File: src/rtl/scsp_pkg.sv
// Shared types, codes and constants of the S-curve stepper profile block.
package scsp_pkg;

  localparam int STEP_W = 24;
  localparam int CFG_IDX_W = 3;
  localparam int CFG_DATA_W = 24;
  localparam int ZONE_W = STEP_W + 10;

  localparam int DIV_W = 115;
  localparam int REM_W = 88;
  localparam int CNT_W = 7;
  localparam int ROOT_X_W = 96;
  localparam int ROOT_R_W = 72;

  localparam logic [CNT_W-1:0] TS_DIV_BITS = CNT_W'(DIV_W);
  localparam logic [CNT_W-1:0] PER_DIV_BITS = CNT_W'(36);
  localparam logic [CNT_W-1:0] ROOT_STEPS = CNT_W'(32);
  localparam logic [DIV_W-1:0] TS_DIVIDEND = DIV_W'(6) << 112;
  localparam logic [DIV_W-1:0] PER_DIVIDEND = DIV_W'(64'd1000000 << 16) << (DIV_W - 36);

  localparam logic [19:0] MICROS_PER_S = 20'd1000000;
  localparam logic [STEP_W-1:0] SHORT_MOVE_LIMIT = STEP_W'(2000);

  localparam logic [15:0] MIN_SPEED_RST = 16'd200;
  localparam logic [15:0] MAX_SPEED_RST = 16'd2000;
  localparam logic [23:0] MAX_JERK_RST = 24'd100000;
  localparam logic [23:0] MAX_ACCEL_RST = 24'd20000;
  localparam logic [15:0] RATIO_LONG_RST = 16'd13107;
  localparam logic [15:0] RATIO_SHORT_RST = 16'd26214;

  localparam logic CMD_START = 1'b0;
  localparam logic CMD_STEP = 1'b1;

  typedef enum logic [CFG_IDX_W-1:0] {
    REG_MIN_SPEED   = 3'd0,
    REG_MAX_SPEED   = 3'd1,
    REG_MAX_JERK    = 3'd2,
    REG_MAX_ACCEL   = 3'd3,
    REG_RATIO_LONG  = 3'd4,
    REG_RATIO_SHORT = 3'd5
  } reg_idx_t;

  typedef enum logic [1:0] {
    ST_STEP    = 2'd0,
    ST_LOADED  = 2'd1,
    ST_NO_MOVE = 2'd2
  } status_t;

  typedef enum logic [4:0] {
    OP_NONE,
    OP_LOAD,
    OP_RAMP,
    OP_M1,
    OP_M2LO,
    OP_M2HI,
    OP_BASE,
    OP_DIV_TS,
    OP_DIV_STEP,
    OP_ROOT_INIT,
    OP_ROOT_MUL,
    OP_ROOT_CMP,
    OP_TS,
    OP_PER_START,
    OP_PERIOD,
    OP_ACC,
    OP_SPD_MUL,
    OP_SPD,
    OP_OUT
  } op_t;

  typedef struct packed {
    logic                command;
    logic [STEP_W-1:0]   step_count;
    logic                forward;
  } item_t;

  typedef struct packed {
    logic [1:0]          status;
    logic [19:0]         period_us;
    logic signed [31:0]  position_now;
    logic                last_step;
  } result_t;

  typedef struct packed {
    op_t     op;
    status_t res;
  } dp_cmd_t;

  typedef struct packed {
    logic r8_zero;
    logic base_zero;
    logic cnt_last;
    logic active;
    logic zone_any;
  } dp_stat_t;

endpackage

File: src/rtl/scsp_controller.sv
// Controller: sequences the datapath for move loads and step issues.
module scsp_controller (
  input  logic                 clk,
  input  logic                 rst,
  input  logic                 item_valid,
  output logic                 item_ready,
  input  logic                 item_command,
  output logic                 result_valid,
  input  logic                 result_ready,
  input  scsp_pkg::dp_stat_t   stat,
  output scsp_pkg::dp_cmd_t    cmd
);

  typedef enum logic [16:0] {
    S_IDLE      = 17'h00001,
    S_RAMP      = 17'h00002,
    S_M1        = 17'h00004,
    S_M2LO      = 17'h00008,
    S_M2HI      = 17'h00010,
    S_BASE      = 17'h00020,
    S_DIV_TS    = 17'h00040,
    S_DIV_STEP  = 17'h00080,
    S_ROOT_INIT = 17'h00100,
    S_ROOT_MUL  = 17'h00200,
    S_ROOT_CMP  = 17'h00400,
    S_TS        = 17'h00800,
    S_PER_DIV   = 17'h01000,
    S_PERIOD    = 17'h02000,
    S_ACC       = 17'h04000,
    S_SPD       = 17'h08000,
    S_DONE      = 17'h10000
  } state_t;

  state_t state, state_next;
  scsp_pkg::status_t res, res_next;
  logic spd_mul, spd_mul_next;
  logic accept;

  assign item_ready = state == S_IDLE;
  assign accept = item_valid && item_ready;

  always_comb begin
    state_next = state;
    res_next = res;
    spd_mul_next = spd_mul;
    cmd.op = scsp_pkg::OP_NONE;
    cmd.res = res;
    case (state)
      S_IDLE: begin
        if (accept) begin
          if (item_command == scsp_pkg::CMD_START) begin
            cmd.op = scsp_pkg::OP_LOAD;
            res_next = scsp_pkg::ST_LOADED;
            state_next = S_RAMP;
          end else if (stat.active) begin
            cmd.op = scsp_pkg::OP_PER_START;
            res_next = scsp_pkg::ST_STEP;
            state_next = S_PER_DIV;
          end else begin
            res_next = scsp_pkg::ST_NO_MOVE;
            state_next = S_DONE;
          end
        end
      end
      S_RAMP: begin
        cmd.op = scsp_pkg::OP_RAMP;
        state_next = S_M1;
      end
      S_M1: begin
        if (stat.r8_zero) begin
          state_next = S_TS;
        end else begin
          cmd.op = scsp_pkg::OP_M1;
          state_next = S_M2LO;
        end
      end
      S_M2LO: begin
        cmd.op = scsp_pkg::OP_M2LO;
        state_next = S_M2HI;
      end
      S_M2HI: begin
        cmd.op = scsp_pkg::OP_M2HI;
        state_next = S_BASE;
      end
      S_BASE: begin
        cmd.op = scsp_pkg::OP_BASE;
        state_next = S_DIV_TS;
      end
      S_DIV_TS: begin
        if (stat.base_zero) begin
          state_next = S_TS;
        end else begin
          cmd.op = scsp_pkg::OP_DIV_TS;
          state_next = S_DIV_STEP;
        end
      end
      S_DIV_STEP: begin
        cmd.op = scsp_pkg::OP_DIV_STEP;
        if (stat.cnt_last) begin
          state_next = S_ROOT_INIT;
        end
      end
      S_ROOT_INIT: begin
        cmd.op = scsp_pkg::OP_ROOT_INIT;
        state_next = S_ROOT_MUL;
      end
      S_ROOT_MUL: begin
        cmd.op = scsp_pkg::OP_ROOT_MUL;
        state_next = S_ROOT_CMP;
      end
      S_ROOT_CMP: begin
        cmd.op = scsp_pkg::OP_ROOT_CMP;
        state_next = stat.cnt_last ? S_TS : S_ROOT_MUL;
      end
      S_TS: begin
        cmd.op = scsp_pkg::OP_TS;
        state_next = S_DONE;
      end
      S_PER_DIV: begin
        cmd.op = scsp_pkg::OP_DIV_STEP;
        if (stat.cnt_last) begin
          state_next = S_PERIOD;
        end
      end
      S_PERIOD: begin
        cmd.op = scsp_pkg::OP_PERIOD;
        state_next = stat.zone_any ? S_ACC : S_DONE;
      end
      S_ACC: begin
        cmd.op = scsp_pkg::OP_ACC;
        spd_mul_next = 1'b1;
        state_next = S_SPD;
      end
      S_SPD: begin
        if (spd_mul) begin
          cmd.op = scsp_pkg::OP_SPD_MUL;
          spd_mul_next = 1'b0;
        end else begin
          cmd.op = scsp_pkg::OP_SPD;
          state_next = S_DONE;
        end
      end
      S_DONE: begin
        if (!result_valid || result_ready) begin
          cmd.op = scsp_pkg::OP_OUT;
          state_next = S_IDLE;
        end
      end
      default: state_next = S_IDLE;
    endcase
  end

  always_ff @(posedge clk) begin
    if (rst) begin
      state <= S_IDLE;
      res <= scsp_pkg::ST_NO_MOVE;
      spd_mul <= 1'b0;
      result_valid <= 1'b0;
    end else begin
      state <= state_next;
      res <= res_next;
      spd_mul <= spd_mul_next;
      if (cmd.op == scsp_pkg::OP_OUT) begin
        result_valid <= 1'b1;
      end else if (result_ready) begin
        result_valid <= 1'b0;
      end
    end
  end

  a_busy_after_accept: assert property (@(posedge clk) disable iff (rst)
    accept |=> !item_ready)
    else $error("item taken while the previous one is still in work");
  a_hold_done: assert property (@(posedge clk) disable iff (rst)
    state == S_DONE && result_valid && !result_ready |=> state == S_DONE)
    else $error("result slot overwritten while still occupied");
  a_out_sets_valid: assert property (@(posedge clk) disable iff (rst)
    state == S_DONE && state_next == S_IDLE |=> result_valid && state == S_IDLE)
    else $error("finished item not presented");

endmodule

File: config.mk
export PLATFORM = sky130hd
export DESIGN_NAME = scsp_controller
export DESIGN_NICKNAME = d
export VERILOG_FILES = /design/src/rtl/scsp_pkg.sv /design/src/rtl/scsp_controller.sv
export SDC_FILE = /design/constraint.sdc
export NUM_CORES = 1
export LEC_CHECK = 0
export ABC_AREA = 1
export BUFFER_PORTS_ARGS = -buffer_cell sky130_fd_sc_hd__buf_2
export CELL_PAD_IN_SITES_DETAIL_PLACEMENT = 2
export CELL_PAD_IN_SITES_GLOBAL_PLACEMENT = 2
export CORE_ASPECT_RATIO = 1.1
export CORE_MARGIN = 1
export CORE_UTILIZATION = 32
export CTS_CLUSTER_SIZE = 28
export DETAILED_ROUTE_END_ITERATION = 12
export PLACE_DENSITY = 0.79
export SLEW_MARGIN = 20
export SYNTH_ARGS = -nofsm -noshare
export SYNTH_HDL_FRONTEND = slang
export SYNTH_SLANG_ARGS = --single-unit
File: constraint.sdc
create_clock -name clk -period 2.22 [get_ports clk]
set_input_delay 0.666 -clock clk [delete_from_list [all_inputs] [get_ports clk]]
set_output_delay 0.666 -clock clk [all_outputs]
set_load 0.05 [all_outputs]
==> summary.md, run 1 <==
| Metric | Value |
|---|---|
| Status | `aborted with a tool error` |
| Stage reached | `global routing` |
| Tool error | `[ERROR GRT-0232] Routing congestion too high. Check the congestion heatmap in the GUI.` |
| DP Area | `2050 um2` |
| CTS buffer count | `3` |
| Initial antenna violation count | `1` |
| Max Root-Sink Buffers | `2` |
| FFs w/ async S/R, synth | `0%` |
| EDFF count, synth | `0` |
| Total gr overflow | `20` |
| Row count | `26` |
| H-tree depth | `1` |
| Net Count, Synth | `226` |
| Pin count of the biggest net entering global routing | `13` |
| Netlist area before placement | `approximately 1500 um2` |
| Dpl hpwl | `5250 um` |
| All-Layer GR Usage | `64.5%` |
| Area leader, netlist | `dfxtp_1` |
| Io pins | `19` |
| Chip height | `74.8 um` |
| Root buf cell | `clkbuf_8` |
| Syn. warnings | `0` |
| Hold buffers post-CTS | `0` |
| Worst endpoint, post-GRT repair | `cmd[3]` |
| Starting density of the core | `roughly a third` |
| Kind of the worst endpoint | `output port` |
| Top post-synthesis cells by count | `35 x inv_1, 27 x nor2_1, 25 x nand2_1` |
| CTS sink cnt | `21` |
| Cell with the most instances after synthesis | `inv_1` |
| Main synth FF type | `dfxtp_1` |
| Syn Inst Count | `216` |
| Seq cells post-synth | `21` |
| Synth unique cells | `29` |
| Die width | `68.2 um` |
| Post-synthesis sequential area ratio | `27.3%` |
| Mean area per synthesized cell | `around 7 um2` |
| Final GP Congestion | `slightly below 0.9` |
| Synth area leaders | `dfxtp_1 27%, inv_1 8.5%, nor2_1 6.6%, nand2_1 6.1%, nand3_1 5.8%` |
| Yosys top cell area share | `27.3%` |
| Buffers added on ports | `18` |
-- repair_timing --
action                                  CTS
endpoints found under the setup margin    6
buffers inserted                         15
resized for setup                        52
endpoints found under the hold margin     0
pin swaps                                17
-- metal layers --
layer	global-route usage, %	GRT overflow
met1	65.1	0
met2	85.4	16
met5	0	0
met4	68.1	4
met3	41.7	0
-- stage by stage --
step	worst slack [ps]	TNS, ps	utilization (%)	hold slack (ps)	instances
after CTS	-288	-1270	52.0	515	353
after detailed placement	-215	-713	44.5	496	334
after global placement	-180	-498	44.5	473	334
after floorplan	-68.6	-169	-	473	216
-- cells by family after synthesis --
family / after synthesis / synth area share [%]
buffers and inverters: 42 / 11.9
flip-flops: 21 / 27.3
AO/OA/AOI/OAI: 20 / 7.72
AND/OR/NAND/NOR: 133 / 53.0
==> run 2: changes to the inputs <==
Settings changed: CELL_PAD_IN_SITES_DETAIL_PLACEMENT 2 to not set, CELL_PAD_IN_SITES_GLOBAL_PLACEMENT 2 to not set, CORE_ASPECT_RATIO 1.1 to not set, CORE_UTILIZATION 32 to 40, CTS_CLUSTER_SIZE 28 to not set, PLACE_DENSITY 0.79 to not set, PLACE_DENSITY_LB_ADDON set to 0.15.
==> summary.md, run 2 <==
| Metric | Value |
|---|---|
| Worst vdd ir | `~0.0010 V` |
| Post-synthesis sequential area ratio | `27.3%` |
| Multi-input gate area | `around 1100 um2` |
| FF/Latch Area | `432 um2` |
| Crit. End Element | `primary output` |
| Overall die area | `4100 um2` |
| Drt drc | `1` |
| Worst setup margin | `-217 ps` |
| CTS tree | `built` |
| Status | `complete, but fails checks` |
| Area leader, netlist | `dfxtp_1` |
| Share of layout cells above drive strength 1 | `51.1%` |
| Buffers added on ports | `18` |
| Layout area overhead | `46.3%` |
| Register clock-pin slew on the reported worst setup and hold paths | `80 ps` |
| Drt first pass iters | `10` |
| Seq cells post-synth | `21` |
| Synth unique cells | `29` |
| Post-Route WL | `4450 um` |
| Final Hold Fails | `0` |
| Diodes inserted | `0` |
| FFs w/ async S/R, synth | `0%` |
| WP data required | `1550 ps` |
| Vias/cell | `4.91` |
| Non-filler cells in the finished layout | `332` |
| Relative slew slack | `77.4%` |
| Crit path max fanout | `5` |
| Worst path cell trace | `nor2_4 -> nand2_2 -> nor2_4 -> buf_6 -> nand3_1 -> clkinv_1 -> nor2_4 -> o2111ai_2 -> buf_6` |
| Design Area, Final | `2250 um2` |
| Hold/Removal Path Class | `reg2reg` |
| Chip height | `64.1 um` |
| Synth area leaders | `dfxtp_1 27%, inv_1 8.5%, nor2_1 6.6%, nand2_1 6.1%, nand3_1 5.8%` |
| Vias post-DR | `1629` |
| Slowest-stage cell, CP | `dfxtp_2` |
| Filler instances | `343` |
| Tcrit/Tclk final | `110%` |
| Max FFs per register | `17` |
| Netlist area before placement | `1540 um2` |
| Switching power | `1160 uW` |
| Syn. warnings | `0` |
| Pwr Total | `between 2000 and 2500 uW` |
| Most frequent cells in the layout | `44 x buf_4, 33 x inv_1, 24 x nor2_1` |
| Pin count of the biggest net entering global routing | `12` |
| Sequential power share | `between 20% and 30%` |
| Final #Nets | `295` |
| Post-DRT Antenna Nets | `0` |
| Leakage Power | `between 0.001 and 0.0015 uW` |
| Syn Inst Count | `216` |
| Dpl hpwl | `3220 um` |
| Largest reg by FF count | `state` |
| Clock Latency Late Sink | `~270 ps` |
| Vias in the first global route | `1591` |
| Crit Path Category | `reg2out` |
| Dpl cells | `~320` |
| Main synth FF type | `dfxtp_1` |
| CTS sink cnt | `21` |
| Net Count, Synth | `226` |
| Global-route wire length before repair | `around 7400 um` |
| DP Worst Slack | `-70.8 ps` |
| Failing checks | `design-rule violations, negative setup slack` |
| Starting density of the core | `41.8%` |
| Max Freq | `0.410 GHz` |
| Total gr overflow | `0` |
| Internal Pwr Total | `1180 uW` |
| Top post-synthesis cells by count | `35 x inv_1, 27 x nor2_1, 25 x nand2_1` |
| EDFF count, synth | `0` |
| Row count | `22` |
| Worst setup SP type | `flip-flop` |
| Worst-Margin Slew | `339 ps` |
| Max-slew violation count | `0` |
| CTS buffer count | `3` |
| H-tree depth | `1` |
| Final GP Congestion | `0.829` |
| Yosys top cell area share | `27.3%` |
| All-Layer GR Usage | `between 20% and 30%` |
| Final setup viols | `5` |
| Root buf cell | `clkbuf_8` |
| RSZ-0062 raised after global routing | `true` |
| Worst EP arrival | `1770 ps` |
| Max_cap viols | `0` |
| Mean area per synthesized cell | `7.13 um2` |
| Cell with the most instances after synthesis | `inv_1` |
| Sw Share | `49.6%` |
| Combinational power share | `between 60% and 70%` |
| CP peak stage delay | `between 300 and 400 ps` |
| Clock Power Share | `11.6%` |
| PwrDens | `1040 nW/um2` |
| Wire per inst | `13.4 um` |
| Most used cell, CP | `nor2_4` |
| Fin Hold WS | `493 ps` |
| Worst Clk Skew | `4.23 ps` |
| Io pins | `19` |
| 1st-iter DRT viols | `79` |
| Minimum clock period after layout | `2440 ps` |
| Most common cell after layout, fill and taps aside | `buf_4` |
| Max Root-Sink Buffers | `2` |
| DP Area | `1960 um2` |
| Biggest regs | `state: 17 flops, res: 2 flops` |
| Core box area | `3690 um2` |
| Die width | `64.1 um` |
| Initial antenna violation count | `0` |
[run 2: per-stage QoR]
step / TNS (ps) / util (%)
final: -882 / 61.1
after CTS: -812 / 59.7
after global placement: -34.0 / 53.2
after global routing: -1350 / 61.1
after detailed placement: -170 / 53.2
after floorplan: -169 / -
[run 2: repair_timing]
action | 4_1_cts | 5_1_grt
cloned | 1 | 0
hold buffers | 0 | 0
pin swaps | 21 | 7
setup buffers | 8 | 4
setup endpoints to repair | 6 | 6
resized for setup | 38 | 6
[run 2: critical path: cells and delay by family, from the launching register on]
family | cells | cell delay, ps
buffers and inverters | 3 | 450
and+or+nand+nor | 5 | 630
AOI/OAI and AO/OA | 1 | 90
DFF | 1 | 340
[run 2: layout make-up]
class / instances / area share [%]
tap: 48 / 2.67
multi-input combinational: 154 / 46.6
clock buffer: 4 / 2.00
sequential: 21 / 19.2
timing repair buffer: 66 / 22.9
inverter: 39 / 6.66
[run 2: kinds of logic (layout without fill, tap and decap cells)]
| family | after synthesis | count (layout) | share of synthesized area (%) |
|---|---|---|---|
| AO/OA/AOI/OAI | 20 | 20 | 7.72 |
| buffers and inverters | 42 | 109 | 11.9 |
| flip-flops | 21 | 21 | 27.3 |
| AND/OR/NAND/NOR | 133 | 134 | 53.0 |
[run 2: routing by layer]
layer | up-vias | GRT usage (%) | routed length [um]
met5 | - | 0 | 0
met4 | 0 | 8.24 | 66
met3 | 6 | 3.21 | 198
met2 | 38 | 40.6 | 2200
met1 | 747 | 30.8 | 1990
li1 | 838 | - | -
[run 2: power groups by stage]
stage | sequential [uW] | combinational (uW) | clock, uW
floorplan | 521 | 907 | 0
global placement | 469 | 1300 | 0
detailed placement | 470 | 1300 | 0
CTS | 471 | 1510 | 273
global route | 479 | 1710 | 286
finish | 473 | 1590 | 272
[run 2: worst paths after layout]
path	from	end	slack (ps)	depth (start not counted)
setup / recovery	state[13]$_SDFFE_PP0P_	cmd[3]	-220	9
hold / removal	res[0]$_SDFFE_PP0P_	res[0]$_SDFFE_PP0P_	490	2
setup reg to reg	state[6]$_SDFFE_PP0P_	state[15]$_SDFFE_PP0P_	280	11
hold reg to reg	res[0]$_SDFFE_PP0P_	res[0]$_SDFFE_PP0P_	490	2
Power figures use the tool's default switching activity.
==> run 3: changes to the inputs <==
Settings changed: PLACE_DENSITY_LB_ADDON 0.15 to 0.3.
==> summary.md, run 3 (synthesized netlist as in run 2, its figures left out) <==
| Metric | Value |
|---|---|
| H-tree depth | `1` |
| PwrDens | `around 1100 nW/um2` |
| Total gr overflow | `0` |
| Row count | `22` |
| FF/Latch Area | `429 um2` |
| Final Hold Fails | `0` |
| Crit path max fanout | `5` |
| Max FFs per register | `17` |
| Sw Share | `48.4%` |
| M1 WL | `2050 um` |
| Max_cap viols | `0` |
| Vias in the first global route | `~1600` |
| Relative slew slack | `75.6%` |
| Worst-Margin Slew | `365 ps` |
| Crit Path Category | `reg2out` |
| Worst vdd ir | `0.000676 V` |
| Buffers added on ports | `18` |
| Max Freq | `0.403 GHz` |
| Post-DRT Antenna Nets | `0` |
| Worst setup margin | `-261 ps` |
| Pin count of the biggest net entering global routing | `15` |
| Clock Power Share | `10.7%` |
| Clock Latency Late Sink | `270 ps` |
| Max-slew violation count | `0` |
| Hold/Removal Path Class | `reg2reg` |
| 1st-iter DRT viols | `between 70 and 80` |
| Drt drc | `0` |
| Wire per inst | `13.8 um` |
| Multi-input gate area | `approximately 1000 um2` |
| Crit. End Element | `primary output` |
| Die width | `64.1 um` |
| Diodes inserted | `0` |
| Most common cell after layout, fill and taps aside | `buf_4` |
| Internal Pwr Total | `1260 uW` |
| Fin Hold WS | `484 ps` |
| Status | `complete, but fails checks` |
| Filler instances | `332` |
| Io pins | `19` |
| Final GP Congestion | `0.887` |
| Overall die area | `4100 um2` |
| Failing checks | `negative setup slack` |
| Vias/cell | `4.92` |
| Tcrit/Tclk final | `112%` |
| Starting density of the core | `41.8%` |
| Chip height | `64.1 um` |
| Register clock-pin slew on the reported worst setup and hold paths | `80 ps` |
| Minimum clock period after layout | `2480 ps` |
| Switching power | `1180 uW` |
| Worst EP arrival | `1820 ps` |
| Drt first pass iters | `4` |
| Max Root-Sink Buffers | `2` |
| Initial antenna violation count | `0` |
| WP data required | `1550 ps` |
| Sequential power share | `19.3%` |
| Biggest regs | `state: 17 flops, res: 2 flops` |
| RSZ-0062 raised after global routing | `true` |
| Final setup viols | `6` |
| CTS buffer count | `3` |
| Largest reg by FF count | `state` |
| Global-route wire length before repair | `6980 um` |
| CTS sink cnt | `21` |
| Dpl hpwl | `3090 um` |
| Final #Nets | `300` |
| Most frequent cells in the layout | `43 x buf_4, 33 x inv_1, 25 x nor2_1` |
| Worst setup SP type | `flip-flop` |
| Layout area overhead | `49.8%` |
| Uppermost layer routed | `met4` |
| Design Area, Final | `2310 um2` |
| Pwr Total | `2440 uW` |
| Core box area | `3690 um2` |
| CTS tree | `built` |
| Met3 wire len | `between 200 and 250 um` |
| Combinational power share | `between 70% and 80%` |
| Share of layout cells above drive strength 1 | `51.6%` |
| Worst Clk Skew | `between 7 and 8 ps` |
| Vias post-DR | `1658` |
| DP Area | `1900 um2` |
| All-Layer GR Usage | `between 20 and 25%` |
| Leakage Power | `approximately 0.0012 uW` |
| Met2 wire length | `2280 um` |
| Root buf cell | `clkbuf_8` |
| Post-Route WL | `about 4600 um` |
run 3: cell count changes in the layout (fill, tap and decap cells not counted), sizes merged:
cell  change
buf       +6
nor2      -1
run 3: final timing paths:
| path | to | slack (ps) | from | cells after the start |
|---|---|---|---|---|
| max | cmd[5] | -260 | state[14]$_SDFFE_PP0P_ | 8 |
| min | res[1]$_SDFFE_PP1P_ | 480 | res[1]$_SDFFE_PP1P_ | 2 |
| min reg2reg | res[1]$_SDFFE_PP1P_ | 480 | res[1]$_SDFFE_PP1P_ | 2 |
| max reg2reg | state[12]$_SDFFE_PP0P_ | -100 | state[14]$_SDFFE_PP0P_ | 15 |
run 3: critical path, stage by stage, from the launching register on:
cell and delay [ps]:
dfxtp_2 340, nor2_2 120, nand2_2 100, nor2_4 240, nand3_4 130, clkinvlp_4 90, nand4_1 200, nand3_2 180
buf_8 150
run 3: per-stage QoR:
stage / utilization [%] / std cells / TNS, ps / setup slack (ps)
floorplan: - / 216 / -169 / -68.6
global placement: 51.6 / 309 / -11.0 / -4.72
detailed placement: 51.6 / 309 / -173 / -80.5
CTS: 59.3 / 328 / -927 / -209
global route: 62.6 / 337 / -1730 / -372
finish: 62.6 / 337 / -1190 / -261
run 3: power by group through the flow:
stage               logic (uW)  registers, uW  clock network, uW
finish                    1710            470                262
global route              1810            474                280
CTS                       1550            463                267
detailed placement        1300            471                  0
global placement          1290            471                  0
floorplan                  907            521                  0
run 3: repair_timing:
| action | in CTS | in global routing |
|---|---|---|
| endpoints found under the setup margin | 6 | 7 |
| gates cloned | 0 | 0 |
| hold buffers | 0 | 0 |
| endpoints found under the hold margin | 0 | 0 |
| pin swaps | 13 | 11 |
| setup buffers | 16 | 9 |
| resized for setup | 36 | 17 |
run 3: per-layer routing:
metal  global-route usage, %  up-vias
li1                        -      849
met3                    1.96       11
met4                    8.81        0
met1                    27.4      745
met5                       0        -
met2                    39.5       53
run 3: final cells by class:
type | instances | area share (%)
Clock buffer | 4 | 1.95
Inverter | 39 | 6.56
Multi-Input combinational cell | 153 | 45.1
Sequential cell | 21 | 18.6
Tap cell | 48 | 2.60
Timing Repair Buffer | 72 | 25.2
==> run 4: changes to the inputs <==
Settings changed: SKIP_LAST_GASP set to 1.
==> summary.md, run 4 (synthesized netlist as in run 2, its figures left out) <==
| Metric | Value |
|---|---|
| Status | `complete, but fails checks` |
| Failing checks | `negative setup slack` |
| Hold buffers post-CTS | `0` |
| Post-Route Utilization | `between 60% and 70%` |
| FF/Latch Area | `roughly 430 um2` |
| Chip height | `64.1 um` |
| Hold depth | `2` |
| Final Hold Fails | `0` |
| Post-DRT Antenna Nets | `0` |
| H-tree depth | `1` |
| CTS tree | `built` |
| Sw Share | `49.0%` |
| Worst setup margin | `-244 ps` |
| Total gr overflow | `0` |
| Final #Nets | `~300` |
| Register clock-pin slew on the reported worst setup and hold paths | `80 ps` |
| Reg2reg path depth | `12` |
| Pwr Total | `2380 uW` |
| Max-slew violation count | `0` |
| Layout area overhead | `45.7%` |
| Die width | `64.1 um` |
| Buffers added on ports | `18` |
| Dpl hpwl | `between 3000 and 4000 um` |
| Clock Latency Late Sink | `approximately 260 ps` |
| Global-route wire length before repair | `6850 um` |
| All-Layer GR Usage | `21.8%` |
| Max Root-Sink Buffers | `2` |
| Pin count of the biggest net entering global routing | `15` |
| Max Freq | `around 0.4 GHz` |
| PwrDens | `about 1100 nW/um2` |
| Largest reg by FF count | `state` |
| Crit path max fanout | `5` |
| Starting density of the core | `a little over two fifths` |
| Wire per inst | `13.5 um` |
| Tcrit/Tclk final | `111%` |
| Internal Pwr Total | `~1200 uW` |
| CTS buffer count | `3` |
| Relative slew slack | `between 70% and 80%` |
| Worst vdd ir | `0.000679 V` |
| Final GP Congestion | `0.887` |
| Vias in the first global route | `around 1600` |
| CTS sink cnt | `21` |
| Initial antenna violation count | `0` |
| Vias post-DR | `1625` |
| Overall die area | `between 4000 and 5000 um2` |
| Final setup viols | `5` |
| Post-Route WL | `4470 um` |
| Clock Power Share | `10.9%` |
| Drt first pass iters | `4` |
| Crit. End Element | `primary output` |
| Worst setup SP type | `flip-flop` |
| Multi-input gate area | `1060 um2` |
| Combinational power share | `approximately 69%` |
| Io pins | `19` |
| Max_cap viols | `0` |
| Core box area | `3690 um2` |
| Worst Clk Skew | `4.30 ps` |
| Drt drc | `0` |
| Minimum clock period after layout | `around 2500 ps` |
| Sequential power share | `around 20%` |
| Share of layout cells above drive strength 1 | `50.0%` |
| Fin Hold WS | `between 400 and 500 ps` |
| Row count | `22` |
| Most frequent cells in the layout | `46 x buf_4, 33 x inv_1, 25 x nor2_1` |
| Crit Path Category | `reg2out` |
| Max FFs per register | `17` |
| Switching power | `1160 uW` |
| Filler instances | `about 330` |
| Leakage Power | `0.00112 uW` |
| Most common cell after layout, fill and taps aside | `buf_4` |
| Diodes inserted | `0` |
| Worst EP arrival | `roughly 1800 ps` |
| Biggest regs | `state: 17 flops, res: 2 flops` |
| Root buf cell | `clkbuf_8` |
| Vias/cell | `4.89` |
| Hold/Removal Path Class | `reg2reg` |
| WP data required | `1550 ps` |
| 1st-iter DRT viols | `between 90 and 100` |
| RSZ-0062 raised after global routing | `true` |
| Worst-Margin Slew | `around 370 ps` |
run 4: critical path, cell delays in order, from the launching register on:
cell and delay (ps):
dfxtp_2 340, nor2_4 130, nand2_4 80, nor2_4 230, buf_4 170, nand3_1 170, clkinv_2 110, nor2_4 50
o2111ai_2 80, buf_6 180
run 4: path summary, 6_finish.rpt:
check | slack (ps) | start | end
worst max-delay path | -240 | state[12]$_SDFFE_PP0P_ | cmd[3]
worst min-delay path | 480 | res[1]$_SDFFE_PP1P_ | res[1]$_SDFFE_PP1P_
worst max register to register | 130 | state[12]$_SDFFE_PP0P_ | state[12]$_SDFFE_PP0P_
worst min register to register | 480 | res[1]$_SDFFE_PP1P_ | res[1]$_SDFFE_PP1P_
run 4: power groups by stage:
stage	Clock, uW	Sequential [uW]	Combinational (uW)
2_1_floorplan	0	521	907
3_3_place_gp	0	471	1290
3_5_place_dp	0	471	1300
4_1_cts	267	463	1530
5_1_grt	279	474	1760
6_report	259	469	1650
run 4: final cells by class:
| class | count | area share [%] |
|---|---|---|
| tap | 48 | 2.68 |
| sequential | 21 | 19.0 |
| multi-input combinational | 154 | 47.2 |
| timing repair buffer | 66 | 22.4 |
| inverter | 39 | 6.74 |
| clock buffer | 4 | 2.01 |
run 4: per-layer routing:
metal  vias to the layer above  wire length (um)  global-route usage, %
met5                         -                 0                      0
met4                         0                67                   7.39
met3                         7               163                   1.96
met2                        36              2220                   39.0
met1                       744              2020                   27.0
li1                        838                 -                      -
run 4: through the flow:
stage                     area (um2)  setup TNS, ps  worst slack (ps)  instances
final                           2240          -1010              -244        332
after global routing            2240          -1450              -322        332
after CTS                       2160          -1070              -209        328
after detailed placement        1900           -173             -80.5        309
after global placement          1900          -11.0             -4.72        309
after floorplan                 1570           -169             -68.6        216
run 4: timing repair:
item                                    in CTS  in global routing
resized for setup                           28                 14
buffers inserted                            16                  7
endpoints found under the hold margin        0                  0
cloned                                       0                  1
endpoints found under the setup margin       6                  7
pin swaps                                   12                 14
